<file path="config.mk">
export PLATFORM = sky130hd
export DESIGN_NAME = bsm3_divide
export DESIGN_NICKNAME = d
export VERILOG_FILES = /design/src/rtl/bsm3_pkg.sv /design/src/rtl/bsm3_divide.sv
export SDC_FILE = /design/constraint.sdc
export NUM_CORES = 1
export LEC_CHECK = 0
export BUFFER_PORTS_ARGS = -buffer_cell sky130_fd_sc_hd__buf_2
export CORE_MARGIN = 8
export CORE_UTILIZATION = 40
export DETAILED_ROUTE_END_ITERATION = 6
export SLEW_MARGIN = 20
export SYNTH_ARGS = -nofsm -noshare
export SYNTH_HDL_FRONTEND = slang
export SYNTH_SLANG_ARGS = --single-unit
</file>
<file path="constraint.sdc">
create_clock -name i_clk -period 15.4 [get_ports i_clk]
set_input_delay 0.77 -clock i_clk [delete_from_list [all_inputs] [get_ports i_clk]]
set_output_delay 0.77 -clock i_clk [all_outputs]
set_load 0.02 [all_outputs]
</file>
<file path="src/rtl/bsm3_pkg.sv">
// Package for the 3x3 box smoothing block: sizes, payload structs, divider constants.
// No dependencies; bsm3_window, bsm3_divide and the top level import it.
`default_nettype none

package bsm3_pkg;

    localparam int MAX_SIZE  = 1024;                 // largest image side
    localparam int SIZE_MIN  = 2;                    // smallest image side
    localparam int CH_W      = 16;                   // bits per color channel
    localparam int SIZE_W    = 11;                   // image_size register width
    localparam int POS_W     = 10;                   // reported row / column width
    localparam int ADDR_W    = $clog2(MAX_SIZE);     // column index width
    localparam int SUM_W     = CH_W + 4;             // sum of up to nine samples
    localparam int DIV_SHIFT = SUM_W + 4;            // reciprocal scaling
    localparam int RECIP_W   = DIV_SHIFT - 1;
    localparam int PROD_W    = SUM_W + RECIP_W;

    // floor(x / d) == (x * ceil(2^DIV_SHIFT / d)) >> DIV_SHIFT for every x below 2^SUM_W
    localparam logic [RECIP_W-1:0] RECIP_4 = RECIP_W'(2 ** (DIV_SHIFT - 2));
    localparam logic [RECIP_W-1:0] RECIP_6 = RECIP_W'((2 ** DIV_SHIFT + 5) / 6);
    localparam logic [RECIP_W-1:0] RECIP_9 = RECIP_W'((2 ** DIV_SHIFT + 8) / 9);

    typedef struct packed {
        logic [CH_W-1:0] in_red;
        logic [CH_W-1:0] in_green;
        logic [CH_W-1:0] in_blue;
    } t_in_pixel;

    typedef struct packed {
        logic [CH_W-1:0]  out_red;
        logic [CH_W-1:0]  out_green;
        logic [CH_W-1:0]  out_blue;
        logic [POS_W-1:0] out_row;
        logic [POS_W-1:0] out_col;
        logic             run_last;
        logic             frame_done;
    } t_result;

    typedef struct packed {
        logic [CH_W-1:0] red;
        logic [CH_W-1:0] green;
        logic [CH_W-1:0] blue;
    } t_rgb;

    // One line-buffer word: the two rows above the current one at a column
    typedef struct packed {
        t_rgb older;
        t_rgb newer;
    } t_row_pair;

    // Pixel held between acceptance and the window update
    typedef struct packed {
        t_rgb              px;
        logic [ADDR_W-1:0] row;
        logic [ADDR_W-1:0] col;
        logic              emits;     // row >= 1 and col >= 1
        logic              row_last;
        logic              col_last;
        logic              row_ge2;
        logic              col_ge2;
    } t_stage;

    typedef enum logic [1:0] {
        CNT_4,
        CNT_6,
        CNT_9
    } t_count;

    // One pending result: channel sums and the divisor still to apply
    typedef struct packed {
        logic [SUM_W-1:0] sum_red;
        logic [SUM_W-1:0] sum_green;
        logic [SUM_W-1:0] sum_blue;
        t_count           count;
        logic [POS_W-1:0] row;
        logic [POS_W-1:0] col;
        logic             run_last;
        logic             frame_done;
    } t_job;

endpackage

`default_nettype wire

</file>
<file path="src/rtl/bsm3_divide.sv">
// Divides channel sums by 4, 6 or 9 through reciprocal multiply; holds the result register.
// Depends on bsm3_pkg.
`default_nettype none

module bsm3_divide import bsm3_pkg::*; (
    input  wire logic i_clk,
    input  wire logic i_rst_n,
    input  wire logic i_job_valid,
    input  wire t_job i_job,
    output logic      o_job_stall,
    output logic      o_valid,
    output t_result   o_res,
    input  wire logic i_stall
);

    logic               r_valid;
    t_result            r_res;
    logic [RECIP_W-1:0] recip;
    logic [PROD_W-1:0]  prod [3];
    t_result            n_res;

    always_comb begin
        case (i_job.count)
            CNT_4:   recip = RECIP_4;
            CNT_6:   recip = RECIP_6;
            CNT_9:   recip = RECIP_9;
            default: recip = RECIP_9;
        endcase
    end

    assign prod[0] = PROD_W'(i_job.sum_red)   * PROD_W'(recip);
    assign prod[1] = PROD_W'(i_job.sum_green) * PROD_W'(recip);
    assign prod[2] = PROD_W'(i_job.sum_blue)  * PROD_W'(recip);

    always_comb begin
        n_res.out_red    = prod[0][DIV_SHIFT +: CH_W];
        n_res.out_green  = prod[1][DIV_SHIFT +: CH_W];
        n_res.out_blue   = prod[2][DIV_SHIFT +: CH_W];
        n_res.out_row    = i_job.row;
        n_res.out_col    = i_job.col;
        n_res.run_last   = i_job.run_last;
        n_res.frame_done = i_job.frame_done;
    end

    assign o_job_stall = r_valid && i_stall;

    always_ff @(posedge i_clk) begin
        if (!i_rst_n) begin
            r_valid <= 1'b0;
        end else if (!o_job_stall) begin
            r_valid <= i_job_valid;
        end
    end

    always_ff @(posedge i_clk) begin
        if (!o_job_stall && i_job_valid) begin
            r_res <= n_res;
        end
    end

    assign o_valid = r_valid;
    assign o_res   = r_res;

endmodule

`default_nettype wire

</file>
==> flow_summary.ini, run 1 <==
[cts]
ctsHoldBuffers = 0
ctsResizeCount = 0
clk_latency_ns = 0.38
tritoncts = yes
clockBufferDepth = 2
cts_setup_buffers = 0
cts_root_buf = clkbuf_16
cts.htree.levels = 3
clk_pin_slew_worst_paths_ns = 0.07
cts_inserted_buffers = 9
cts.sinks = 71

[floorplanning]
ios = 160
die_w_microns = 291.6
die_area_sq_um = 85020
die-height_microns = 291.6
core_area_sq_um = 75570
start_util_pct = 40.20
placementRows = 101

[detailed_routing]
antenna_left = 0
num_vias = 20130
wl_microns = 77030
via_per_inst = 4.740
drt_iter0_drc = 1016
drt_pass1_iterations = 5
drc = 0
post_drt_wl_per_cell_microns = 18.14

[critical_path]
crit_required_ns = 15.52
r2r_slack_ns = 13.59
arrival_ns = 8.99
r2r-end = o_res[48]
crit_fanout = 34
end_kind = flop
startpoint_type = input port
rr_startpoint = o_valid
rr_worst_depth = 3
crit_type = in -> reg

[grt]
grt_overflow = 0
grt_max_degree = 71
grt_pass1_wl_microns = 124800
antenna_found_initial = 15
grt_pass1_vias = 22260
grt_usage_pct = 18.86

[min_path]
min_to = o_res[0]
hold_class = in -> reg
min-delay-start = i_job[0]
hold-path-cell-count = 1

[flow_run]
cap_violations = 0

[yosys]
synth-edff-count = 70
ys_ff_latch = 71
muxShareOfSynthArea_pct = 0.03295
ys_async_sr_fraction_pct = 0
synth_top_area_share_pct = 42.63
yosys-top-cells-area = fa_1, ha_1, inv_1, edfxtp_1, and2_1
synth-seq-area-share_pct = 6.985
synth_top_family_by_area = adder cells
synth_top_cell_by_area = fa_1
synth-xor-area-share_pct = 2.768
synthFlopType = edfxtp_1
synth-compound-area-share_pct = 4.600
yosysWarningCount = 0
syn_inst = 3112
syn-cell-area_sq_um = 30380
yosys.cell_types.count = 63
synth_area_per_cell_sq_um = 9.762
synth_fa_ha_area_share_pct = 64.71
synthSimpleGateAreaFrac_pct = 6.713

[status]
status = completed

[finish]
layout-drive-gt1-share_pct = 6.102
final_cell_mix = inv_1, fa_1, ha_1
final_design_area_no_fill_sq_um = 32650
syn_to_final_growth_pct = 7.471
fin_nets = 4527
final_common_cell = inv_1

[place]
placed_area_sq_um = 32330
portBuffers = 159
dp_hpwl_microns = 70580
gp_congestion = 0.9437

[sta]
finalHoldViolations = 0
drv_slew = 0
rsz0062_at_grt = no
tightestPinTransition_ns = 1.030
slew_headroom_pct = 31.33
setup_tns_ns = 0
setup_violations = 0
fin_crit_sh_pct = 57.59
fmax_mhz = 112.8
skew_ns = 0.01601
fin_crit_ns = 8.869
-- cell usage after synthesis, drive strengths merged, types with 3 or more instances --
master and n:
nand3 13, nand4 11, nor2b 18, and3 7, a31oi 9, ha 536
inv 1111, nand2 146, a31o 4, nand2b 7, clkbuf 30, a21oi 67
o21ai 35, a41oi 3, xor2 29, a211oi 4, a211o 3, a21boi 4
and4 6, nor3 15, fa 647, a21o 42, edfxtp 70, o21bai 6
xnor2 67, nor2 53, o21a 12, or2 4, and2 120, buf 4
-- routing by layer --
metal / wire [microns] / GRT usage [%] / share of wire, %
met1: 34340 / 25.89 / 45
met3: 4096 / 2.711 / 5.3
met5: 82 / 0 / 0.11
met2: 36800 / 31.55 / 48
met4: 1715 / 4.231 / 2.2
-- critical path, cell delays in order --
cell,delay [ns]
buf_2,0.32
nor2b_4,0.73
buf_4,0.46
and2_1,0.29
inv_1,0.09
fa_1,0.49
inv_1,0.10
fa_1,0.54
inv_1,0.08
fa_1,0.48
inv_1,0.05
fa_1,0.57
fa_1,0.43
fa_1,0.49
inv_1,0.05
fa_1,0.49
inv_1,0.04
ha_1,0.31
nand4_1,0.12
a2111oi_0,0.36
nand4_1,0.17
a31oi_1,0.52
a21o_1,0.23
a221oi_2,0.09
o21ai_1,0.29
o21a_1,0.17
nor2_1,0.05
xnor2_1,0.12
-- worst max-delay path by stage --
stage	endpoint	startpoint	slack, ns
2_1_floorplan	o_res[59]	i_job[23]	7.80
3_3_place_gp	o_res[52]	i_job[23]	6.30
3_5_place_dp	o_res[52]	i_job[23]	6.19
4_1_cts	o_res[52]	i_job[23]	6.58
5_1_grt	o_res[52]	i_job[23]	5.98
6_report	o_res[52]	i_job[23]	6.53
-- per-stage QoR --
| step | setup WS (ns) | hold slack (ns) | util, % | std cells |
|---|---|---|---|---|
| after floorplan | 7.801 | 0.8297 | - | 3115 |
| after global placement | 6.296 | 0.6452 | 42.79 | 4223 |
| after detailed placement | 6.191 | 0.6565 | 42.79 | 4223 |
| after CTS | 6.579 | 0.5280 | 43.18 | 4239 |
| after global routing | 5.977 | 0.5380 | 43.19 | 4240 |
| final | 6.531 | 0.5622 | 43.21 | 4246 |
-- registers in the layout, indices dropped and copies added, names as in the netlist --
register	flops
o_res	70
o_valid	1
-- logic make-up (layout without fill, tap and decap cells) --
kind of cell / count (synthesis) / in the layout
adders and majority gates: 1183 / 1183
DFF: 71 / 71
xor gates and xnor gates: 96 / 96
and+or+nand+nor: 405 / 405
other: 2 / 12
buffers and inverters: 1145 / 1291
AOI/OAI and AO/OA: 209 / 209
muxes: 1 / 1
-- final cells by class --
class                           instances  area [sq um]
Fill cell                            7432         42920
Inverter                             1111          4170
Clock inverter                          7         72.57
Timing Repair Buffer                  164         833.3
Antenna cell                            7         17.52
Sequential cell                        71          2122
Multi-Input combinational cell       1899         23990
Clock buffer                            9         225.2
Tap cell                              978          1224
Power of run 1 is not shown: default switching activity piles up to over one toggle a cycle in this logic, so the estimate is an artifact.
==> run 2: changes to the inputs <==
--- a/config.mk
+++ b/config.mk
@@ -5,6 +5,7 @@
 export SDC_FILE = /design/constraint.sdc
 export NUM_CORES = 1
 export LEC_CHECK = 0
+export ABC_AREA = 1
 export BUFFER_PORTS_ARGS = -buffer_cell sky130_fd_sc_hd__buf_2
 export CORE_MARGIN = 8
 export CORE_UTILIZATION = 40
==> constraint.sdc (replaced) <==
create_clock -name i_clk -period 7.2 [get_ports i_clk]
set_input_delay 0.36 -clock i_clk [delete_from_list [all_inputs] [get_ports i_clk]]
set_output_delay 0.36 -clock i_clk [all_outputs]
set_load 0.02 [all_outputs]
==> flow_summary.ini, run 2 <==
[finish]
largest_reg_flops = 70
layout-drive-gt1-share_pct = 5.511
fin_nets = 5839
syn_to_final_growth_pct = 8.315
final_cell_mix = inv_1, nand2_1, fa_1
final_design_area_no_fill_sq_um = 37370
final_common_cell = inv_1
final_util_pct = 43.82

[detailed_routing]
drc = 0
drt_pass1_iterations = 5
drt_iter0_drc = 1615
antenna_left = 0
num_vias = 26710
via_per_inst = 4.670
post_drt_wl_per_cell_microns = 17.06
wl_microns = 97550

[yosys]
syn-cell-area_sq_um = 34500
synthFlopType = edfxtp_1
yosys.cell_types.count = 40
yosysMostFrequentCell = inv_1
yosys-top-cells-area = fa_1, ha_1, inv_1, nand2_1, edfxtp_1
synth-edff-count = 70
ys_top_cells_by_count = inv_1, nand2_1, fa_1, ha_1, nor2_1
ys_async_sr_fraction_pct = 0
synth_area_per_cell_sq_um = 7.896
synth_top_cell_by_area = fa_1
synth-seq-area-share_pct = 6.150
syn_inst = 4370
yosysWarningCount = 0
synth_top_area_share_pct = 37.54
ys_ff_latch = 71

[sta]
fin_ws_ns = 0.6761
fin_crit_sh_pct = 90.61
skew_ns = 0.009544
setup_violations = 0
slew_headroom_pct = 44.13
rsz0062_at_grt = no
tightestPinTransition_ns = 0.8380
drv_slew = 0
setup_tns_ns = 0
fmax_mhz = 153.3
fin_crit_ns = 6.524
finalHoldViolations = 0

[cts]
cts_root_buf = clkbuf_16
clk_pin_slew_worst_paths_ns = 0.07
tritoncts = yes
ctsResizeCount = 0
cts_inserted_buffers = 9
cts.sinks = 71
ctsHoldBuffers = 0
cts_setup_buffers = 0
clk_latency_ns = 0.41
clockBufferDepth = 2
cts.htree.levels = 3

[critical_path]
startpoint_type = input port
crit_chain = buf_2 > nand2_4 > nor2_1 > inv_1 > fa_1 > inv_1 > fa_1 > fa_1 > inv_1 > fa_1 > inv_1 > fa_1 > fa_1 > inv_1 > fa_1 > inv_1 > ha_1 > nand2_1 > nor2_1 > nand2_1 > nor2_1 > nand4_1 > nand4_1 > nand2_1
cpPeakStageDelay_ns = 0.61
crit_fanout = 15
cp_slowest_cell = fa_1
crit_type = in -> reg
rr_worst_depth = 4
cp_common_cell = fa_1
end_kind = flop
crit_required_ns = 7.35
arrival_ns = 6.67

[grt]
antenna_found_initial = 14
grt_pass1_wl_microns = 155800
grt_max_degree = 55
grt_overflow = 0
grt_pass1_vias = 28200
grt_usage_pct = 21.10

[floorplanning]
die_area_sq_um = 95910
die_w_microns = 309.7
die-height_microns = 309.7
start_util_pct = 40.46
ios = 160
core_area_sq_um = 85280
placementRows = 107

[place]
dp_hpwl_microns = 90500
gp_congestion = 0.9666
post-place-ws_ns = 0.3317
portBuffers = 159
placed_area_sq_um = 37070

[min_path]
hold-path-cell-count = 1
hold_class = in -> reg

[status]
status = completed

[flow_run]
cap_violations = 0
==> run 2: cell count changes after synthesis, sizes merged, moves of 20 or more <==
cell,before,now
a21o,42,9
xnor2,67,24
nand4,11,31
o21bai,6,40
nand2,146,782
inv,1111,1477
nand3,13,86
nor2,53,391
o21ai,35,55
and2,120,6
a21oi,67,115
==> run 2: critical path: cells and delay by family <==
family	cells	cell delay [ns]
fa+ha+maj	8	3.81
buf+inv	7	0.69
simple gates	9	1.78
==> run 2: kinds of logic after synthesis <==
logic type                 synth area share [%]
xor gates and xnor gates                  1.244
adders and majority gates                 56.98
AOI/OAI and AO/OA                         3.786
DFF                                       6.150
other                                   0.02177
buffers and inverters                     16.42
and+or+nand+nor                           15.40
==> run 2: metrics by stage <==
step,hold WS (ns),std cells
finish,0.1175,5719
global route,0.08817,5717
CTS,0.08064,5717
detailed placement,0.4819,5701
global placement,0.4757,5701
floorplan,0.4589,4373
==> run 2: layout make-up <==
cell class              instances  area (sq um)
diodes                          2         5.005
clock buffers                   9         225.2
clock inverters                 7         77.57
fillers                      8748         47910
inverters                    1477          5544
multi-input cells            2798         26740
flip-flops and latches         71          2122
well taps                    1144          1431
repair buffers                211          1226
==> run 2: path summary, 6_finish.rpt <==
path | startpoint | endpoint | slack, ns
max | i_job[22] | o_res[65] | 0.68
min | i_job[8] | o_res[8] | 0.12
max reg2reg | o_valid | o_res[55] | 5.12
min reg2reg | o_valid | o_valid | 0.48
==> run 2: metal layers <==
metal  track usage (%)  up-vias  share of wire (%)
met5                 0        -              0.051
met4             4.364        8                2.0
met3             3.354      111                6.0
met2             34.86      672                 46
met1             29.24    12830                 46
li1                  -    13090                  -
Power of run 2 is left out for the same reason.
