## config.mk

```make
export PLATFORM = sky130hd
export DESIGN_NAME = bsm3_ram
export DESIGN_NICKNAME = d
export VERILOG_FILES = /design/src/rtl/bsm3_ram.sv
export SDC_FILE = /design/constraint.sdc
export NUM_CORES = 1
export LEC_CHECK = 0
export BUFFER_PORTS_ARGS = -buffer_cell sky130_fd_sc_hd__clkbuf_2
export CAP_MARGIN = 0
export CORE_MARGIN = 2
export CORE_UTILIZATION = 60
export CTS_CLUSTER_DIAMETER = 200
export DETAILED_ROUTE_END_ITERATION = 16
export PLACE_DENSITY = 0.78
export SYNTH_ARGS = -nofsm -noshare
export SYNTH_HDL_FRONTEND = slang
export SYNTH_SLANG_ARGS = --single-unit
```

## constraint.sdc

```tcl
create_clock -name i_clk -period 4.14 [get_ports i_clk]
set_input_delay 0.621 -clock i_clk [delete_from_list [all_inputs] [get_ports i_clk]]
set_output_delay 0.621 -clock i_clk [all_outputs]
set_load 0.005 [all_outputs]
```

## src/rtl/bsm3_ram.sv

```systemverilog
// Generic simple dual-port RAM, one write and one registered read port.
// No dependencies.
`default_nettype none

module bsm3_ram #(
    parameter int WIDTH = 8,
    parameter int DEPTH = 16
) (
    input  wire logic                     i_clk,
    input  wire logic                     i_we,
    input  wire logic [$clog2(DEPTH)-1:0] i_waddr,
    input  wire logic [WIDTH-1:0]         i_wdata,
    input  wire logic                     i_re,
    input  wire logic [$clog2(DEPTH)-1:0] i_raddr,
    output logic      [WIDTH-1:0]         o_rdata
);

    logic [WIDTH-1:0] r_mem [DEPTH];
    logic [WIDTH-1:0] r_rdata;

    always_ff @(posedge i_clk) begin
        if (i_we) begin
            r_mem[i_waddr] <= i_wdata;
        end
        if (i_re) begin
            r_rdata <= r_mem[i_raddr];
        end
    end

    assign o_rdata = r_rdata;

endmodule

`default_nettype wire

```

==> out/metrics.csv, run 1 <==
metric,value,unit
status,"finished, final reports clean",
Initial Util,60.8,%
Die X,97.3,um
slowest stage cell on the critical path,mux4_1,
final hold vios,0,
CTS tree,done,
Leak Pwr,1.99,nW
area grow syn2layout,14.6,%
top cell type's share of synthesized area,78.1,%
Routed WL,9.61,mm
Die Area,9480,um2
worst slew pin tran,1.03,ns
DRC viols,0,
Iteration-0 DRC Markers,205,
share of cells above drive strength 1,28.6,%
# hold bufs at CTS,0,
critical path data required time,4.40,ns
"slowest stage delay, CP",0.58,ns
die height,97.3,um
PD cells,512,nW/um2
Layout fillers,520,
FMAX,458,MHz
Clock Latency Late Sink,0.51,ns
CTS root buf,clkbuf_8,
total core area,8590,um2
Synth Area per Inst,22.8,um2
Clock Skews,0.00599,ns
async set-reset flop share out of synthesis,0,%
Synth Warn #,0,
"Clk pin slew, worst setup/hold paths",0.06,ns
Syn Inst Count,229,
max_slew headroom,30.8,%
HP Class,in2reg,
FF/Latch Area,4080,um2
row count,34,
# resized after CTS,0,
Vias/cell,6.11,
number of max-cap violations,0,
net count of the mapped netlist,248,
Worst Path Max Fanout,20,
Mapped Area,5230,um2
startpoint types,input port,
via count,2370,
Synth area leaders,"edfxtp_1, mux4_2, mux4_1",
Power Total,0.00307,W
crit-path cells,clkbuf_2 -> buf_4 -> mux4_1 -> a22oi_1 -> nand2_1,
Num CTS Buffers,17,
layout net count,286,
Tmin final,2.19,ns
Final period util,52.8,%
number of global-route vias before repair,2530,
area of the multi-input gates,1070,um2
Port Buf Inserts,26,
number of synthesized flops with an enable pin,136,
grt ovf,0,
CTS sink cnt,136,
hpwl dp,5.86,mm
initial antenna violation count,0,
Ant. Diodes,0,
first-pass GRT wire length,14.8,mm
htree depth,4,
IO Count,27,
WS Path Type,in2reg,
biggest area consumer among synthesized cells,edfxtp_1,
type of destination of the critical path,flop,
"Setup violations, final",0,
maximum VDD drop,0.000368,V
WP data arrival,2.45,ns
sequential element share of the synthesized area,78.1,%
unrepaired setup endpoints after global routing,false,
post-synthesis cell type count,18,
setup tns final,0,ns
Post-synth top cells,"edfxtp_1, mux4_2, a22oi_1, mux4_1, nor2_1",
Pre-antenna DRT Iters,4,
gpl congestion,0.734,
#FFs+latches synth,136,
GR Util All Layers,22.3,%
clock buffer depth,2,
setup bufs post-CTS,0,
WL per Instance,24.8,um
ANT nets after route,0,
most frequent cell after synthesis,edfxtp_1,
largest net degree at the start of global routing,33,
prevailing post-synth register cell,edfxtp_1,
Slew Limit Fails,0,
==> worst max-delay path, delay by kind of cell <==
kind / cells / cell delay [ns]
buf+inv: 2 / 0.96
mux: 1 / 0.58
compound gates: 1 / 0.21
simple gates: 1 / 0.08
==> cells in the final DEF, fill, tap and decap left out, types with 3 or more instances in the layout <==
master,Yosys,final
mux4_2,18,18
clkbuf_16,0,16
clkinv_2,0,5
edfxtp_1,136,136
a22oi_1,16,16
mux4_1,14,14
clkbuf_2,0,26
clkinvlp_4,0,6
buf_4,1,3
nand2_1,9,9
nor2_1,13,13
==> path summary, 6_finish.rpt <==
path / endpoint / cells after the start / slack, ns / from
setup reg to reg: o_rdata[7] / 3 / 2.65 / r_mem[0][7]
hold reg to reg: o_rdata[4] / 3 / 0.75 / r_mem[12][4]
hold / removal: r_mem[7][4] / 1 / 0.53 / i_wdata[4]
setup / recovery: o_rdata[3] / 5 / 1.95 / i_raddr[0]
==> logic make-up (layout without fill, tap and decap cells) <==
kind of cell	after synthesis	count (layout)	share of synthesized area, %
and+or+nand+nor	35	35	3.14
DFF	136	136	78.1
AOI/OAI and AO/OA	16	16	2.30
muxes	32	32	14.8
buffers and inverters	10	61	1.65
==> final cells by class <==
| cell class | instances | area share (%) |
|---|---|---|
| clock buffers | 18 | 6.98 |
| clock inverters | 14 | 2.23 |
| multi-input cells | 83 | 17.8 |
| flip-flops and latches | 136 | 68.2 |
| well taps | 108 | 2.26 |
| repair buffers | 29 | 2.55 |
==> per-layer routing <==
metal / routed length (um) / up-vias / share of wire [%] / global-route usage, %
li1: - / 1057 / - / -
met2: 4960 / 88 / 52 / 35.9
met1: 3970 / 1212 / 41 / 30.0
met5: 0 / - / 0 / 0
met3: 607 / 13 / 6.3 / 6.62
met4: 74 / 0 / 0.77 / 7.05
==> through the flow <==
step / worst slack (ns) / instance area (um2) / util [%] / instances / hold slack (ns)
after floorplan: 2.03 / 5230 / - / 229 / 0.705
after global placement: 1.44 / 5430 / 63.2 / 356 / 0.729
after detailed placement: 1.38 / 5430 / 63.2 / 356 / 0.740
after CTS: 1.92 / 5990 / 69.7 / 388 / 0.503
after global routing: 1.79 / 5990 / 69.7 / 388 / 0.512
final: 1.95 / 5990 / 69.7 / 388 / 0.529
==> sequential cells by signal, indices dropped and copies added (netlist names) <==
register	count
r_mem	128
o_rdata	8
==> power breakdown <==
group,switching [W],internal [W],total [W]
clock,0.000527,0.000846,0.00137
combinational,0.0000770,0.0000542,0.000131
sequential,0.00000902,0.00155,0.00156
total,0.000613,0.00245,0.00307
Power figures use the tool's default switching activity.
==> run 2, diff against run 1 <==
CORE_UTILIZATION = 54   (was 60)
PLACE_DENSITY = 0.74   (was 0.78)
clock period = 2 ns   (was 4.14 ns; I/O delays follow)
==> run 2 against run 1 <==
Final cell count grew 10%. Core utilization shrank 3.4 points. Hold slack worse by 0.30 ns. Critical path depth is 2 lower. Non-clock buffer count up 19. First-iteration DRC count fell by 14%. Critical endpoint is now o_rdata[1]. Cell area is 3.2% higher. Sequential cell count unchanged. Global-route usage shrank 1.9 points.
==> out/metrics.csv, run 2 (same netlist as run 1, synthesis figures left out) <==
metric,value,unit,change
status,"finished, final reports clean",,
layout net count,305,,+6.6%
Die Area,10500,um2,+11%
# hold bufs at CTS,0,,unchanged
Leak Pwr,2.10,nW,+5.7%
first-pass GRT wire length,14.8,mm,-0.32%
Placed Area,5620,um2,+3.5%
via count,2515,,+6.1%
final hold vios,0,,unchanged
CTS tree,done,,
Ant. Diodes,0,,unchanged
setup bufs post-CTS,0,,unchanged
Tmin final,1.55,ns,
Clock Latency Late Sink,0.50,ns,about the same
"commonest non-fill, non-tap cell in the layout",edfxtp_1,,
CTS root buf,clkbuf_8,,
Worst Path Max Fanout,1,,-95%
FMAX,646,MHz,
WS Path Type,reg2reg,,
Die X,102,um,+5.2%
# resized after CTS,0,,unchanged
gpl congestion,0.792,,+7.9%
"commonest non-fill, non-tap cells in the layout","edfxtp_1, clkbuf_2, buf_4, mux4_2",,
Clock Skews,0.0144,ns,+0.00844 ns
Initial Util,56.0,%,-4.8 points
Pre-antenna DRT Iters,4,,unchanged
die height,102,um,+5.2%
Num CTS Buffers,17,,unchanged
max_slew headroom,73.0,%,+42 points
R2R Setup Slk,0.45,ns,-2.20 ns
"Clk pin slew, worst setup/hold paths",0.06,ns,about the same
setup ws final,0.452,ns,-1.50 ns
maximum VDD drop,0.000676,V,+84%
design area,6180,um2,+3.2%
max reg flops,128,,unchanged
PD cells,1040,nW/um2,+100%
Post-Place Setup Slack,0.100,ns,-1.28 ns
unrepaired setup endpoints after global routing,false,,
ANT nets after route,0,,unchanged
IO Count,27,,unchanged
WP data arrival,1.78,ns,-0.67 ns
largest reg by FF count,r_mem,,
area grow syn2layout,18.3,%,
Routed WL,9.69,mm,+0.77%
clock buffer depth,2,,unchanged
total core area,9330,um2,+8.5%
setup tns final,0,ns,unchanged
hpwl dp,5.89,mm,+0.47%
share of cells above drive strength 1,30.9,%,+2.3 points
Slew Limit Fails,0,,unchanged
row count,35,,+2.9%
initial antenna violation count,0,,unchanged
Port Buf Inserts,26,,unchanged
HP Class,in2reg,,
critical path data required time,2.23,ns,-2.17 ns
Final period util,77.4,%,
number of max-cap violations,0,,unchanged
grt ovf,0,,unchanged
number of global-route vias before repair,2559,,+1.1%
type of destination of the critical path,flop,,
"Setup violations, final",0,,unchanged
startpoint types,flop,,
largest net degree at the start of global routing,33,,unchanged
GR Util All Layers,20.4,%,-1.9 points
Final Core Density,66.3,%,-3.4 points
DRC viols,0,,unchanged
WL per Instance,22.7,um,-8.4%
CTS sink cnt,136,,unchanged
htree depth,4,,unchanged
Iteration-0 DRC Markers,177,,-14%
worst slew pin tran,0.404,ns,-0.629 ns
Vias/cell,5.89,,-3.6%
## run 2: metrics by stage
step	hold slack (ns)	cells	total power, W
2_1_floorplan	0.399	229	0.00345
3_3_place_gp	0.706	396	0.00357
3_5_place_dp	0.697	396	0.00358
4_1_cts	0.199	427	0.00649
5_1_grt	0.213	427	0.00662
6_report	0.225	427	0.00644
## run 2: critical path, stage by stage (launching register included)
cell      delay [ns]
edfxtp_1        0.39
mux4_1          0.52
a22oi_1         0.26
nand2_1         0.11
## run 2: cell type report
type                            instances  area [um2]
Timing Repair Buffer                   48         320
Clock inverter                          9         126
Tap cell                              129         161
Clock buffer                           22         433
Multi-Input combinational cell         83        1060
Fill cell                             576        3150
Sequential cell                       136        4080
## run 2: report_power, final
group,internal (W),switching [W],leakage [nW]
logic,0.000129,0.000163,0.603
clock network,0.00188,0.00103,0.262
registers,0.00321,0.0000186,1.24
total,0.00522,0.00122,2.10
## run 2: path summary, 6_finish.rpt
| check | from | to | cells past startpoint |
|---|---|---|---|
| min reg2reg | r_mem[9][3] | o_rdata[3] | 3 |
| min | i_wdata[7] | r_mem[15][7] | 1 |
| max reg2reg | r_mem[1][1] | o_rdata[1] | 3 |
| max | r_mem[1][1] | o_rdata[1] | 3 |
## run 2: metal layers
metal	vias up	GRT usage (%)	routed length (um)
met5	-	0	0
met4	0	6.77	62
met3	5	5.61	801
met2	109	32.1	4710
met1	1306	28.3	4110
li1	1095	-	-
==> run 3, diff against run 2 <==
ABC_AREA = 1   (was not set)
CORE_UTILIZATION = 55   (was 54)
PLACE_DENSITY = 0.75   (was 0.74)
clock period = 1.35 ns   (was 2 ns; I/O delays follow)
==> run 3 against run 2 <==
Final cell count is 75% higher. Area after synthesis is 12% higher. First-iteration DRC count rose by 110%. Wire length is 34% higher. Die area increased by 9.4%. Setup slack worse by 0.39 ns. Sequential power up 48%. Clock power grew 43%. Hold slack lost 0.14 ns. Highest routed layer unchanged. Clock skew shrank 0.0083 ns. Register-to-register slack worse by 0.23 ns. Non-clock buffer count is 6 higher.
==> out/metrics.csv, run 3 <==
metric,value,unit,change
status,"finished, final reports clean",,
FMAX,776,MHz,
HP Class,in2reg,,
Num CTS Buffers,17,,unchanged
setup tns final,0,ns,unchanged
layout net count,619,,+100%
Vias/cell,5.34,,-9.3%
Final Core Density,65.8,%,-0.44 points
grt ovf,0,,unchanged
# resized after CTS,0,,unchanged
"commonest non-fill, non-tap cells in the layout","nand2_1, edfxtp_1, inv_1, nand3_1, clkbuf_2",,
Worst Path Max Fanout,1,,unchanged
Syn Inst Count,551,,+140%
max reg flops,128,,unchanged
Die Area,11500,um2,+9.4%
Synth Area per Inst,10.6,um2,-54%
DRC viols,0,,unchanged
htree depth,4,,unchanged
design area,6800,um2,+9.9%
Mapped Area,5850,um2,+12%
largest reg by FF count,r_mem,,
Clock Latency Late Sink,0.52,ns,+0.02 ns
first-pass GRT wire length,20.4,mm,+38%
async set-reset flop share out of synthesis,0,%,unchanged
hpwl dp,8.25,mm,+40%
prevailing post-synth register cell,edfxtp_1,,
Tmin final,1.29,ns,
"commonest non-fill, non-tap cell in the layout",nand2_1,,
max_slew headroom,58.7,%,-14 points
final hold vios,0,,unchanged
Ant. Diodes,0,,unchanged
clock buffer depth,2,,unchanged
maximum VDD drop,0.000803,V,+19%
Crit path max-delay family,flip-flops,,
initial antenna violation count,0,,unchanged
critical path data required time,1.15,ns,-1.08 ns
Power Total,0.00956,W,+48%
Post-synth top cells,"nand2_1, edfxtp_1, inv_1, nand3_1, nor2_1",,
WS Path Type,reg2out,,
WL per Instance,17.3,um,-24%
Pre-antenna DRT Iters,4,,unchanged
most frequent cell after synthesis,nand2_1,,
number of synthesized flops with an enable pin,136,,unchanged
Synth Warn #,0,,unchanged
setup bufs post-CTS,0,,unchanged
startpoint types,flop,,
area grow syn2layout,16.2,%,
top cell type's share of synthesized area,69.8,%,-8.3 points
Post-Place Cells,717,,+81%
worst slew pin tran,0.619,ns,+0.214 ns
post-synthesis cell type count,11,,-7
Clock Skews,0.00610,ns,-0.00832 ns
CTS sink cnt,136,,unchanged
"Clk pin slew, worst setup/hold paths",0.06,ns,about the same
type of destination of the critical path,primary output,,
"Setup violations, final",0,,unchanged
unrepaired setup endpoints after global routing,false,,
# hold bufs at CTS,0,,unchanged
CTS tree,done,,
Leak Pwr,2.95,nW,+41%
sequential element share of the synthesized area,69.8,%,-8.3 points
Slew Limit Fails,0,,unchanged
Iteration-0 DRC Markers,368,,+110%
PD cells,1410,nW/um2,+35%
share of cells above drive strength 1,14.2,%,-17 points
gpl congestion,0.916,,+16%
die height,107,um,+4.6%
Synth area leaders,"edfxtp_1, nand2_1, nand3_1",,
IO Count,27,,unchanged
"slowest stage delay, CP",0.43,ns,-0.09 ns
slowest stage cell on the critical path,edfxtp_1,,
WP data arrival,1.09,ns,-0.69 ns
Port Buf Inserts,26,,unchanged
Placed Area,6250,um2,+11%
#FFs+latches synth,136,,unchanged
Initial Util,56.6,%,+0.59 points
Finished Layout Cells,749,,+75%
net count of the mapped netlist,570,,+130%
number of max-cap violations,0,,unchanged
number of buffers and inverters on the critical path,1,,+1
via count,4002,,+59%
number of global-route vias before repair,3869,,+51%
GR Util All Layers,24.6,%,+4.1 points
Final period util,95.5,%,
ANT nets after route,0,,unchanged
Die X,107,um,+4.6%
CTS root buf,clkbuf_8,,
biggest area consumer among synthesized cells,edfxtp_1,,
Routed WL,12.9,mm,+34%
largest net degree at the start of global routing,36,,+9.1%
crit-path cells,clkbuf_2,,
row count,37,,+5.7%
total core area,10300,um2,+11%
==> run 3: changes by cell type in the layout (fill, tap and decap cells not counted), moves of 3 or more <==
cell        before  now
nand2_1          9  173
clkbuf_1         5    0
buf_12           2    5
buf_4           20   23
mux4_2          18    0
clkinvlp_4       3    6
mux4_1          14    0
a22oi_1         16    0
inv_1            0  100
nor2_1          13   17
nand3_1          1   97
nor3_1           4    0
==> run 3: area by class of cell <==
| cell class | count | area (um2) |
|---|---|---|
| inverter | 102 | 383 |
| tap | 136 | 170 |
| fill | 782 | 3530 |
| multi-input combinational | 289 | 1210 |
| sequential | 136 | 4080 |
| clock buffer | 17 | 414 |
| clock inverter | 15 | 129 |
| timing repair buffer | 54 | 403 |
==> run 3: metrics by stage <==
| stage | hold WS [ns] | setup slack [ns] |
|---|---|---|
| after floorplan | 0.301 | 0.197 |
| after global placement | 0.592 | -0.0658 |
| after detailed placement | 0.601 | -0.0833 |
| after CTS | 0.0526 | 0.0447 |
| after global routing | 0.0801 | 0.0200 |
| final | 0.0880 | 0.0609 |
==> run 3: final timing paths <==
check,from,to,slack (ns),cells after the start
worst max-delay path,o_rdata[4],o_rdata[4],0.06,1
worst min register to register,r_mem[4][6],o_rdata[6],0.76,6
worst max register to register,r_mem[13][3],o_rdata[3],0.22,6
worst min-delay path,i_re,o_rdata[7],0.09,1
==> run 3: per-layer routing <==
metal  track usage (%)  up-vias  share of wire [%]
met5                 0        -                  0
met4              10.2        0                2.7
met3              6.32       32                9.1
met2              39.2      200                 49
met1              32.2     1888                 40
li1                  -     1882                  -
==> run 3: power breakdown <==
group	switching, W	internal [W]	total [W]
logic	0.000411	0.000191	0.000602
registers	0.0000310	0.00476	0.00479
clock network	0.00174	0.00243	0.00417
total	0.00218	0.00738	0.00956
==> run 3: logic make-up after synthesis <==
group	count (synthesis)	synth area share, %
buf+inv	126	9.39
flops	136	69.8
simple gates	289	20.8
