`config.mk`:
```
export PLATFORM = sky130hd
export DESIGN_NAME = bsm3_window
export DESIGN_NICKNAME = d
export VERILOG_FILES = /design/src/rtl/bsm3_pkg.sv /design/src/rtl/bsm3_window.sv
export SDC_FILE = /design/constraint.sdc
export NUM_CORES = 1
export LEC_CHECK = 0
export ABC_AREA = 1
export ABC_CLOCK_PERIOD_IN_PS = 11520
export BUFFER_PORTS_ARGS = -buffer_cell sky130_fd_sc_hd__buf_2
export CORE_MARGIN = 2
export CORE_UTILIZATION = 57
export CTS_BUF_LIST = sky130_fd_sc_hd__clkbuf_4 sky130_fd_sc_hd__clkbuf_8
export CTS_CLUSTER_DIAMETER = 50
export CTS_CLUSTER_SIZE = 30
export DETAILED_ROUTE_END_ITERATION = 10
export PLACE_DENSITY = 0.85
export SYNTH_ARGS = -nofsm -noshare
export SYNTH_HDL_FRONTEND = slang
export SYNTH_SLANG_ARGS = --single-unit
```
`constraint.sdc`:
```
create_clock -name i_clk -period 11.52 [get_ports i_clk]
set_input_delay 0 -clock i_clk [delete_from_list [all_inputs] [get_ports i_clk]]
set_output_delay 0 -clock i_clk [all_outputs]
set_load 0.01 [all_outputs]
```
`src/rtl/bsm3_pkg.sv`:
```
// Package for the 3x3 box smoothing block: sizes, payload structs, divider constants.
// No dependencies; bsm3_window, bsm3_divide and the top level import it.
`default_nettype none

package bsm3_pkg;

    localparam int MAX_SIZE  = 1024;                 // largest image side
    localparam int SIZE_MIN  = 2;                    // smallest image side
    localparam int CH_W      = 16;                   // bits per color channel
    localparam int SIZE_W    = 11;                   // image_size register width
    localparam int POS_W     = 10;                   // reported row / column width
    localparam int ADDR_W    = $clog2(MAX_SIZE);     // column index width
    localparam int SUM_W     = CH_W + 4;             // sum of up to nine samples
    localparam int DIV_SHIFT = SUM_W + 4;            // reciprocal scaling
    localparam int RECIP_W   = DIV_SHIFT - 1;
    localparam int PROD_W    = SUM_W + RECIP_W;

    // floor(x / d) == (x * ceil(2^DIV_SHIFT / d)) >> DIV_SHIFT for every x below 2^SUM_W
    localparam logic [RECIP_W-1:0] RECIP_4 = RECIP_W'(2 ** (DIV_SHIFT - 2));
    localparam logic [RECIP_W-1:0] RECIP_6 = RECIP_W'((2 ** DIV_SHIFT + 5) / 6);
    localparam logic [RECIP_W-1:0] RECIP_9 = RECIP_W'((2 ** DIV_SHIFT + 8) / 9);

    typedef struct packed {
        logic [CH_W-1:0] in_red;
        logic [CH_W-1:0] in_green;
        logic [CH_W-1:0] in_blue;
    } t_in_pixel;

    typedef struct packed {
        logic [CH_W-1:0]  out_red;
        logic [CH_W-1:0]  out_green;
        logic [CH_W-1:0]  out_blue;
        logic [POS_W-1:0] out_row;
        logic [POS_W-1:0] out_col;
        logic             run_last;
        logic             frame_done;
    } t_result;

    typedef struct packed {
        logic [CH_W-1:0] red;
        logic [CH_W-1:0] green;
        logic [CH_W-1:0] blue;
    } t_rgb;

    // One line-buffer word: the two rows above the current one at a column
    typedef struct packed {
        t_rgb older;
        t_rgb newer;
    } t_row_pair;

    // Pixel held between acceptance and the window update
    typedef struct packed {
        t_rgb              px;
        logic [ADDR_W-1:0] row;
        logic [ADDR_W-1:0] col;
        logic              emits;     // row >= 1 and col >= 1
        logic              row_last;
        logic              col_last;
        logic              row_ge2;
        logic              col_ge2;
    } t_stage;

    typedef enum logic [1:0] {
        CNT_4,
        CNT_6,
        CNT_9
    } t_count;

    // One pending result: channel sums and the divisor still to apply
    typedef struct packed {
        logic [SUM_W-1:0] sum_red;
        logic [SUM_W-1:0] sum_green;
        logic [SUM_W-1:0] sum_blue;
        t_count           count;
        logic [POS_W-1:0] row;
        logic [POS_W-1:0] col;
        logic             run_last;
        logic             frame_done;
    } t_job;

endpackage

`default_nettype wire

```
`src/rtl/bsm3_window.sv`:
```
// 3x3 window registers, per-pixel result sequencer and region summing stage.
// Depends on bsm3_pkg.
`default_nettype none

module bsm3_window import bsm3_pkg::*; (
    input  wire logic      i_clk,
    input  wire logic      i_rst_n,
    input  wire logic      i_s1_valid,
    input  wire t_stage    i_s1,
    input  wire t_row_pair i_rows,
    output logic           o_s1_take,
    output logic           o_job_valid,
    output t_job           o_job,
    input  wire logic      i_job_stall
);

    t_rgb              r_win [3][3];   // [row slot][column slot], slot 2 newest
    logic [3:0]        r_jobs;         // pending results of the held pixel
    logic [ADDR_W-1:0] r_row;
    logic [ADDR_W-1:0] r_col;
    logic              r_row_ge2;
    logic              r_col_ge2;
    logic              r_frame_last;
    logic              r_job_valid;
    t_job              r_job;

    logic              job_load;
    logic              emit;
    logic [3:0]        jobs_left;
    logic [3:0]        cur;
    logic              lower_only;     // rows r-1 .. r only
    logic              right_only;     // columns c-1 .. c only
    logic [CH_W-1:0]   w      [3][3][3];
    logic [SUM_W-1:0]  colsum [3][3];
    logic [SUM_W-1:0]  sums   [3];
    t_job              n_job;

    assign job_load  = !r_job_valid || !i_job_stall;
    assign emit      = (r_jobs != 4'd0) && job_load;
    assign jobs_left = r_jobs & (r_jobs - 4'd1);
    assign cur       = r_jobs & (~r_jobs + 4'd1);
    assign o_s1_take = i_s1_valid && ((r_jobs == 4'd0) || (emit && (jobs_left == 4'd0)));

    // bit 0: (r-1, c-1)  bit 1: (r-1, c)  bit 2: (r, c-1)  bit 3: (r, c)
    assign lower_only = cur[2] || cur[3] || !r_row_ge2;
    assign right_only = cur[1] || cur[3] || !r_col_ge2;

    always_comb begin
        for (int rs = 0; rs < 3; rs++) begin
            for (int cs = 0; cs < 3; cs++) begin
                w[0][rs][cs] = r_win[rs][cs].red;
                w[1][rs][cs] = r_win[rs][cs].green;
                w[2][rs][cs] = r_win[rs][cs].blue;
            end
        end
        for (int ch = 0; ch < 3; ch++) begin
            for (int cs = 0; cs < 3; cs++) begin
                colsum[ch][cs] = (lower_only ? SUM_W'(0) : SUM_W'(w[ch][0][cs]))
                               + SUM_W'(w[ch][1][cs]) + SUM_W'(w[ch][2][cs]);
            end
            sums[ch] = (right_only ? SUM_W'(0) : colsum[ch][0])
                     + colsum[ch][1] + colsum[ch][2];
        end
    end

    always_comb begin
        n_job.sum_red    = sums[0];
        n_job.sum_green  = sums[1];
        n_job.sum_blue   = sums[2];
        if (lower_only && right_only) begin
            n_job.count = CNT_4;
        end else if (lower_only || right_only) begin
            n_job.count = CNT_6;
        end else begin
            n_job.count = CNT_9;
        end
        n_job.row        = POS_W'((cur[2] || cur[3]) ? r_row : r_row - ADDR_W'(1));
        n_job.col        = POS_W'((cur[1] || cur[3]) ? r_col : r_col - ADDR_W'(1));
        n_job.run_last   = (jobs_left == 4'd0);
        n_job.frame_done = r_frame_last;
    end

    always_ff @(posedge i_clk) begin
        if (!i_rst_n) begin
            r_jobs      <= 4'd0;
            r_job_valid <= 1'b0;
        end else begin
            if (o_s1_take) begin
                r_jobs <= i_s1.emits ? {i_s1.row_last && i_s1.col_last, i_s1.row_last,
                                        i_s1.col_last, 1'b1} : 4'd0;
            end else if (emit) begin
                r_jobs <= jobs_left;
            end
            if (job_load) begin
                r_job_valid <= emit;
            end
        end
    end

    always_ff @(posedge i_clk) begin
        if (o_s1_take) begin
            for (int rs = 0; rs < 3; rs++) begin
                r_win[rs][0] <= r_win[rs][1];
                r_win[rs][1] <= r_win[rs][2];
            end
            r_win[0][2]  <= i_rows.older;
            r_win[1][2]  <= i_rows.newer;
            r_win[2][2]  <= i_s1.px;
            r_row        <= i_s1.row;
            r_col        <= i_s1.col;
            r_row_ge2    <= i_s1.row_ge2;
            r_col_ge2    <= i_s1.col_ge2;
            r_frame_last <= i_s1.row_last && i_s1.col_last;
        end
        if (emit) begin
            r_job <= n_job;
        end
    end

    assign o_job_valid = r_job_valid;
    assign o_job       = r_job;

endmodule

`default_nettype wire

```
==> out/results.ini, run 1 <==
[flow_run]
drv_cap=0

[critical_path]
cpPeakStageDelay_ns=0.69
crit_path_frequent_cell=fa_1
cp.arrival_ns=8.15
crit_path_end_kind=register
crit_fanout=77
crit_slowest_cell=nand2_4
critPathRequiredTime_ns=12.00
critical_path_class=register to register
startpoint_type=register

[sta]
setup_tns_ns=0
finalCritPeriodShare=0.665
slew_headroom=0.322
period_minus_slack_ns=7.66
tightest_slew_ns=1.02
clock-skew-final_ns=0.0577
hold_viol=0
clock.fmax_ghz=0.131
rsz0062_at_grt=false
slew_violations=0
setup-violations-final=0

[drt]
wl_per_cell_um=18.4
viasPerCell=5.24
first_pass_iters=8
vias=21800
drtIter0Drc=1833
wl_mm=76.7
drc=0
postRouteAntennaNets=0

[yosys]
avgSynthCellArea_um2=11.2
yosysTopAreaCellShare=0.519
yosysTopAreaCell=edfxtp_1
syn_area_um2=31200
ys_ff_latch=544
synth_area_leaders=edfxtp_1 52%, fa_1 18%, inv_1 8.1%
seq_area_frac_synth=0.522
yosysWarnings=0
ys_types=31
synth_cells=2789
syn-num-nets=3372

[floorplanning]
die_h_um=238
start_util=0.578
dieWidth_um=238
pin_count=259
fp.coreArea_um2=54000
die_area_um2=56600
num_rows=85

[global_routing]
grt_overflow=0
track_usage=0.278
grt_pass1_wl_mm=121
grt_pass1_vias=23200
antenna_found_initial=3
grt_max_degree=81

[clock_tree]
clockRootBuffer=clkbuf_8
insertion_delay_ns=0.72
cts_sinks=544
cts.repair.resized=0
cts.clk_slew.worst_paths_ns=0.11
cts_tree=built
max-clock-path-buffers=3
htreeDepth=2
cts_buffers=55

[cells_and_area]
drive_gt1_frac=0.110
nNetsFinal=3998
syn_to_final_growth_pct=21.5

[place]
io_buffers=258
gp_congestion=0.890
dp_hpwl_mm=49.8

[min_path]
hp-class=input pin to register

[run_status]
outcome=complete, no violations

-- through the flow --
step	setup slack [ns]	cell area [µm²]	instances	hold WS, ns	util
5_1_grt	3.34	37900	4160	0.0115	0.702
3_5_place_dp	4.04	33300	3731	0.178	0.617
2_1_floorplan	0.0270	31200	2789	0.0989	-
4_1_cts	4.00	37900	4157	0.00105	0.702
3_3_place_gp	4.20	33300	3731	0.176	0.617
6_report	3.86	37900	4160	0.0312	0.702
-- layout by cell type, fill, tap and decap left out, types with 7 or more instances in the layout --
master         count
clkinv_8           9
edfxtp_1         539
ha_1             122
nand4_1           12
nor2_1           261
xnor2_1            7
nor3_1            13
inv_6              8
buf_2            258
inv_1            672
inv_8             12
dlygate4sd3_1    323
fa_1             288
xor2_1            35
clkbuf_8          56
buf_4              9
and2_1            10
nand2_1          524
a21oi_1          105
nand3_1          104
o21ai_0           43
-- flip-flops by register name, indices dropped and copies added, names as in the netlist, 4 cells and up --
name	cells
r_win	432
r_jobs	4
o_job	84
r_col	10
r_row	10
-- Yosys cell counts --
library cell	n
nand2_2	2
dfxtp_1	5
xor2_1	35
nor4_1	1
nand2_4	1
buf_2	15
nor2_1	261
buf_4	1
edfxtp_1	539
nand3_1	104
inv_1	673
and2_1	10
o21a_1	2
nand3b_1	6
o31a_1	2
o21ai_4	1
clkbuf_2	1
nand4_1	12
buf_6	4
fa_1	288
a21oi_1	105
ha_1	122
o21bai_1	4
o21ai_2	1
o21ai_0	43
nand2_1	525
nor2_2	1
nor3_1	13
or2_2	3
inv_2	2
xnor2_1	7
-- worst paths after layout --
check | slack (ns) | cells after the start | startpoint | end
worst min-delay path | 0.03 | 2 | i_rows[7] | r_win[0][151]$_DFFE_PP_
worst min register to register | 0.45 | 0 | r_win[0][3]$_DFFE_PP_ | r_win[0][51]$_DFFE_PP_
worst max register to register | 3.86 | 28 | r_jobs[1]$_SDFFE_PN0P_ | o_job[59]$_DFFE_PP_
worst max-delay path | 3.86 | 28 | r_jobs[1]$_SDFFE_PN0P_ | o_job[59]$_DFFE_PP_
-- metal layers --
metal | wire length [µm] | GRT usage
met1 | 28900 | 0.343
met2 | 39400 | 0.493
met3 | 5340 | 0.0466
met4 | 3020 | 0.104
met5 | 0 | 0
-- cell type report --
class	count	area, µm²
Clock buffer	59	793
Fill cell	3540	16100
Multi-Input combinational cell	1549	12300
Clock inverter	44	553
Inverter	675	2540
Antenna cell	3	7.51
Sequential cell	544	16300
Timing Repair Buffer	590	4590
Tap cell	696	871
-- cell families (layout without fill, tap and decap cells) --
group                    Yosys count  count (layout)  synth area share
AO/OA/AOI/OAI                    158             158            0.0265
XOR/XNOR                          42              42            0.0118
adder cells (fa/ha/maj)          410             410             0.234
buffers and inverters            696            1368            0.0854
flip-flops                       544             544             0.522
other                              0               3                 0
AND/OR/NAND/NOR                  939             939             0.121
-- worst max-delay path: cells and delay by family (launching register included) --
kind	cells	cell delay, ns
adders and majority gates	7	3.03
and+or+nand+nor	9	1.84
AOI/OAI and AO/OA	6	1.13
buffers and inverters	6	0.97
DFF	1	0.40
-- what timing repair did --
| action | CTS | global route |
|---|---|---|
| hold buffers | 323 | 0 |
| endpoints found under the hold margin | 173 | 0 |
| setup buffers | 0 | 0 |
Power of run 1 is not shown: default switching activity piles up to over one toggle a cycle in this logic, so the estimate is an artifact.
==> inputs of run 2 (changes only) <==
--- a/config.mk
+++ b/config.mk
@@ -6,15 +6,15 @@
 export NUM_CORES = 1
 export LEC_CHECK = 0
 export ABC_AREA = 1
-export ABC_CLOCK_PERIOD_IN_PS = 11520
+export ABC_CLOCK_PERIOD_IN_PS = 7800
 export BUFFER_PORTS_ARGS = -buffer_cell sky130_fd_sc_hd__buf_2
 export CORE_MARGIN = 2
-export CORE_UTILIZATION = 57
+export CORE_UTILIZATION = 63
 export CTS_BUF_LIST = sky130_fd_sc_hd__clkbuf_4 sky130_fd_sc_hd__clkbuf_8
 export CTS_CLUSTER_DIAMETER = 50
 export CTS_CLUSTER_SIZE = 30
 export DETAILED_ROUTE_END_ITERATION = 10
-export PLACE_DENSITY = 0.85
+export PLACE_DENSITY = 0.88
 export SYNTH_ARGS = -nofsm -noshare
 export SYNTH_HDL_FRONTEND = slang
 export SYNTH_SLANG_ARGS = --single-unit
==> constraint.sdc (replaced) <==
create_clock -name i_clk -period 7.8 [get_ports i_clk]
set_input_delay 0 -clock i_clk [delete_from_list [all_inputs] [get_ports i_clk]]
set_output_delay 0 -clock i_clk [all_outputs]
set_load 0.01 [all_outputs]
==> out/results.ini, run 2 (same netlist as run 1, synthesis figures left out) <==
[run_status]
outcome=complete, no violations

[clock_tree]
htreeDepth=2  ; unchanged
cts_sinks=544  ; unchanged
postCtsSetupBuffers=0  ; unchanged
clockRootBuffer=clkbuf_8
cts.clk_slew.worst_paths_ns=0.14  ; +0.03 ns
cts.repair.resized=0  ; unchanged
max-clock-path-buffers=3  ; unchanged
cts_tree=built
insertion_delay_ns=0.72  ; about the same
cts_buffers=51  ; -7.3%

[place]
dp_hpwl_mm=51.7  ; +3.9%
postPlaceCellArea_um2=33300  ; about the same
preCtsSetupSlack_ns=0.847  ; -3.20 ns
io_buffers=258  ; unchanged
gp_congestion=0.911  ; +2.3%

[cells_and_area]
finish.utilization=0.773  ; +0.0714
fillers=2821  ; -20%
syn_to_final_growth_pct=21.2
fin_area_um2=37800  ; -0.18%
multi_input_area_um2=12300  ; about the same
seqCellArea_um2=16300  ; unchanged
final_common_cell=inv_1
nNetsFinal=3989  ; -0.23%
largest_reg_flops=432  ; unchanged
drive_gt1_frac=0.108  ; -0.00194
largest-register=r_win
final_cell_mix=672 x inv_1, 539 x edfxtp_1, 524 x nand2_1

[global_routing]
antenna_found_initial=5  ; +2
grt_overflow=0  ; unchanged
track_usage=0.327  ; +0.0490
grt_max_degree=159  ; +96%
grt_pass1_wl_mm=126  ; +4.0%
grt_pass1_vias=23800  ; +2.6%

[sta]
clock.fmax_ghz=0.132  ; +1.1%
tightest_slew_ns=1.14  ; +0.120 ns
setup-violations-final=0  ; unchanged
fin_ws_ns=0.222  ; -3.64 ns
finalCritPeriodShare=0.972  ; +0.306
slew_headroom=0.242  ; -0.0802
slew_violations=0  ; unchanged
setup_tns_ns=0  ; unchanged
period_minus_slack_ns=7.58  ; -0.0832 ns
hold_viol=0  ; unchanged
clock-skew-final_ns=0.0434  ; -0.0143 ns
rsz0062_at_grt=false

[floorplanning]
dieWidth_um=227  ; -4.8%
start_util=0.638  ; +0.0599
die_area_um2=51300  ; -9.4%
pin_count=259  ; unchanged
num_rows=81  ; -4.7%
die_h_um=227  ; -4.8%
fp.coreArea_um2=49000  ; -9.4%

[drt]
wl_mm=80.9  ; +5.5%
postRouteAntennaNets=0  ; unchanged
viasPerCell=5.41  ; +3.2%
vias=22200  ; +2.1%
wl_per_cell_um=19.7  ; +6.6%
first_pass_iters=6  ; -2
drtIter0Drc=1996  ; +8.9%
drc=0  ; unchanged

[min_path]
hp-class=input pin to register

[critical_path]
critical_path_class=register to register
crit_fanout=67  ; -13%
startpoint_type=register
cpPeakStageDelay_ns=0.53  ; -0.16 ns
crit_path_end_kind=register
crit_path_frequent_cell=nand2_1
crit_slowest_cell=fa_1
critPathRequiredTime_ns=8.27  ; -3.73 ns
cp.arrival_ns=8.05  ; -0.10 ns

[flow_run]
drv_cap=0  ; unchanged

## run 2: cell count changes in the layout (fill, tap and decap cells not counted), sizes merged
cell	before	now
inv	698	705
bufinv	3	0
clkbuf	59	54
diode	3	2
buf	267	265
clkinvlp	3	1
clkinv	15	11
dlygate4sd3	323	320
## run 2: path summary, 6_finish.rpt
path	slack, ns	depth (start not counted)	endpoint	start
setup reg to reg	0.22	28	o_job[41]$_DFFE_PP_	r_jobs[0]$_SDFFE_PN0P_
hold reg to reg	0.45	0	r_win[0][414]$_DFFE_PP_	r_win[0][366]$_DFFE_PP_
hold / removal	0.02	2	r_win[0][163]$_DFFE_PP_	i_rows[19]
setup / recovery	0.22	28	o_job[41]$_DFFE_PP_	r_jobs[0]$_SDFFE_PN0P_
## run 2: worst max-delay path, delay by kind of cell, from the launching register on
family,cells,cell delay (ns)
simple gates,13,2.08
fa+ha+maj,7,2.96
compound gates,4,0.95
buf+inv,4,0.73
flops,1,0.43
## run 2: what timing repair did
action / 4_1_cts / 5_1_grt
endpoints found under the setup margin: 0 / 0
hold buffers: 320 / 0
hold endpoints to repair: 172 / 0
## run 2: metal layers
metal | part of all wire | GRT usage | vias up
met2 | 0.51 | 0.571 | 1158
met5 | 0.00047 | 0 | -
met3 | 0.069 | 0.0573 | 335
li1 | - | - | 9974
met1 | 0.36 | 0.388 | 10800
met4 | 0.059 | 0.173 | 6
## run 2: cell type report
class	instances	share of cell area
diodes	2	0.000132
clock inverters	42	0.0157
well taps	664	0.0220
inverters	675	0.0670
flip-flops and latches	544	0.430
clock buffers	54	0.0191
multi-input cells	1549	0.325
repair buffers	585	0.121
## run 2: per-stage QoR
stage	hold WS, ns	instances
final	0.0170	4115
after global routing	0.00885	4115
after CTS	0.0000845	4113
after detailed placement	0.178	3697
after global placement	0.176	3697
after floorplan	0.0989	2789
Power of run 2 is left out for the same reason.
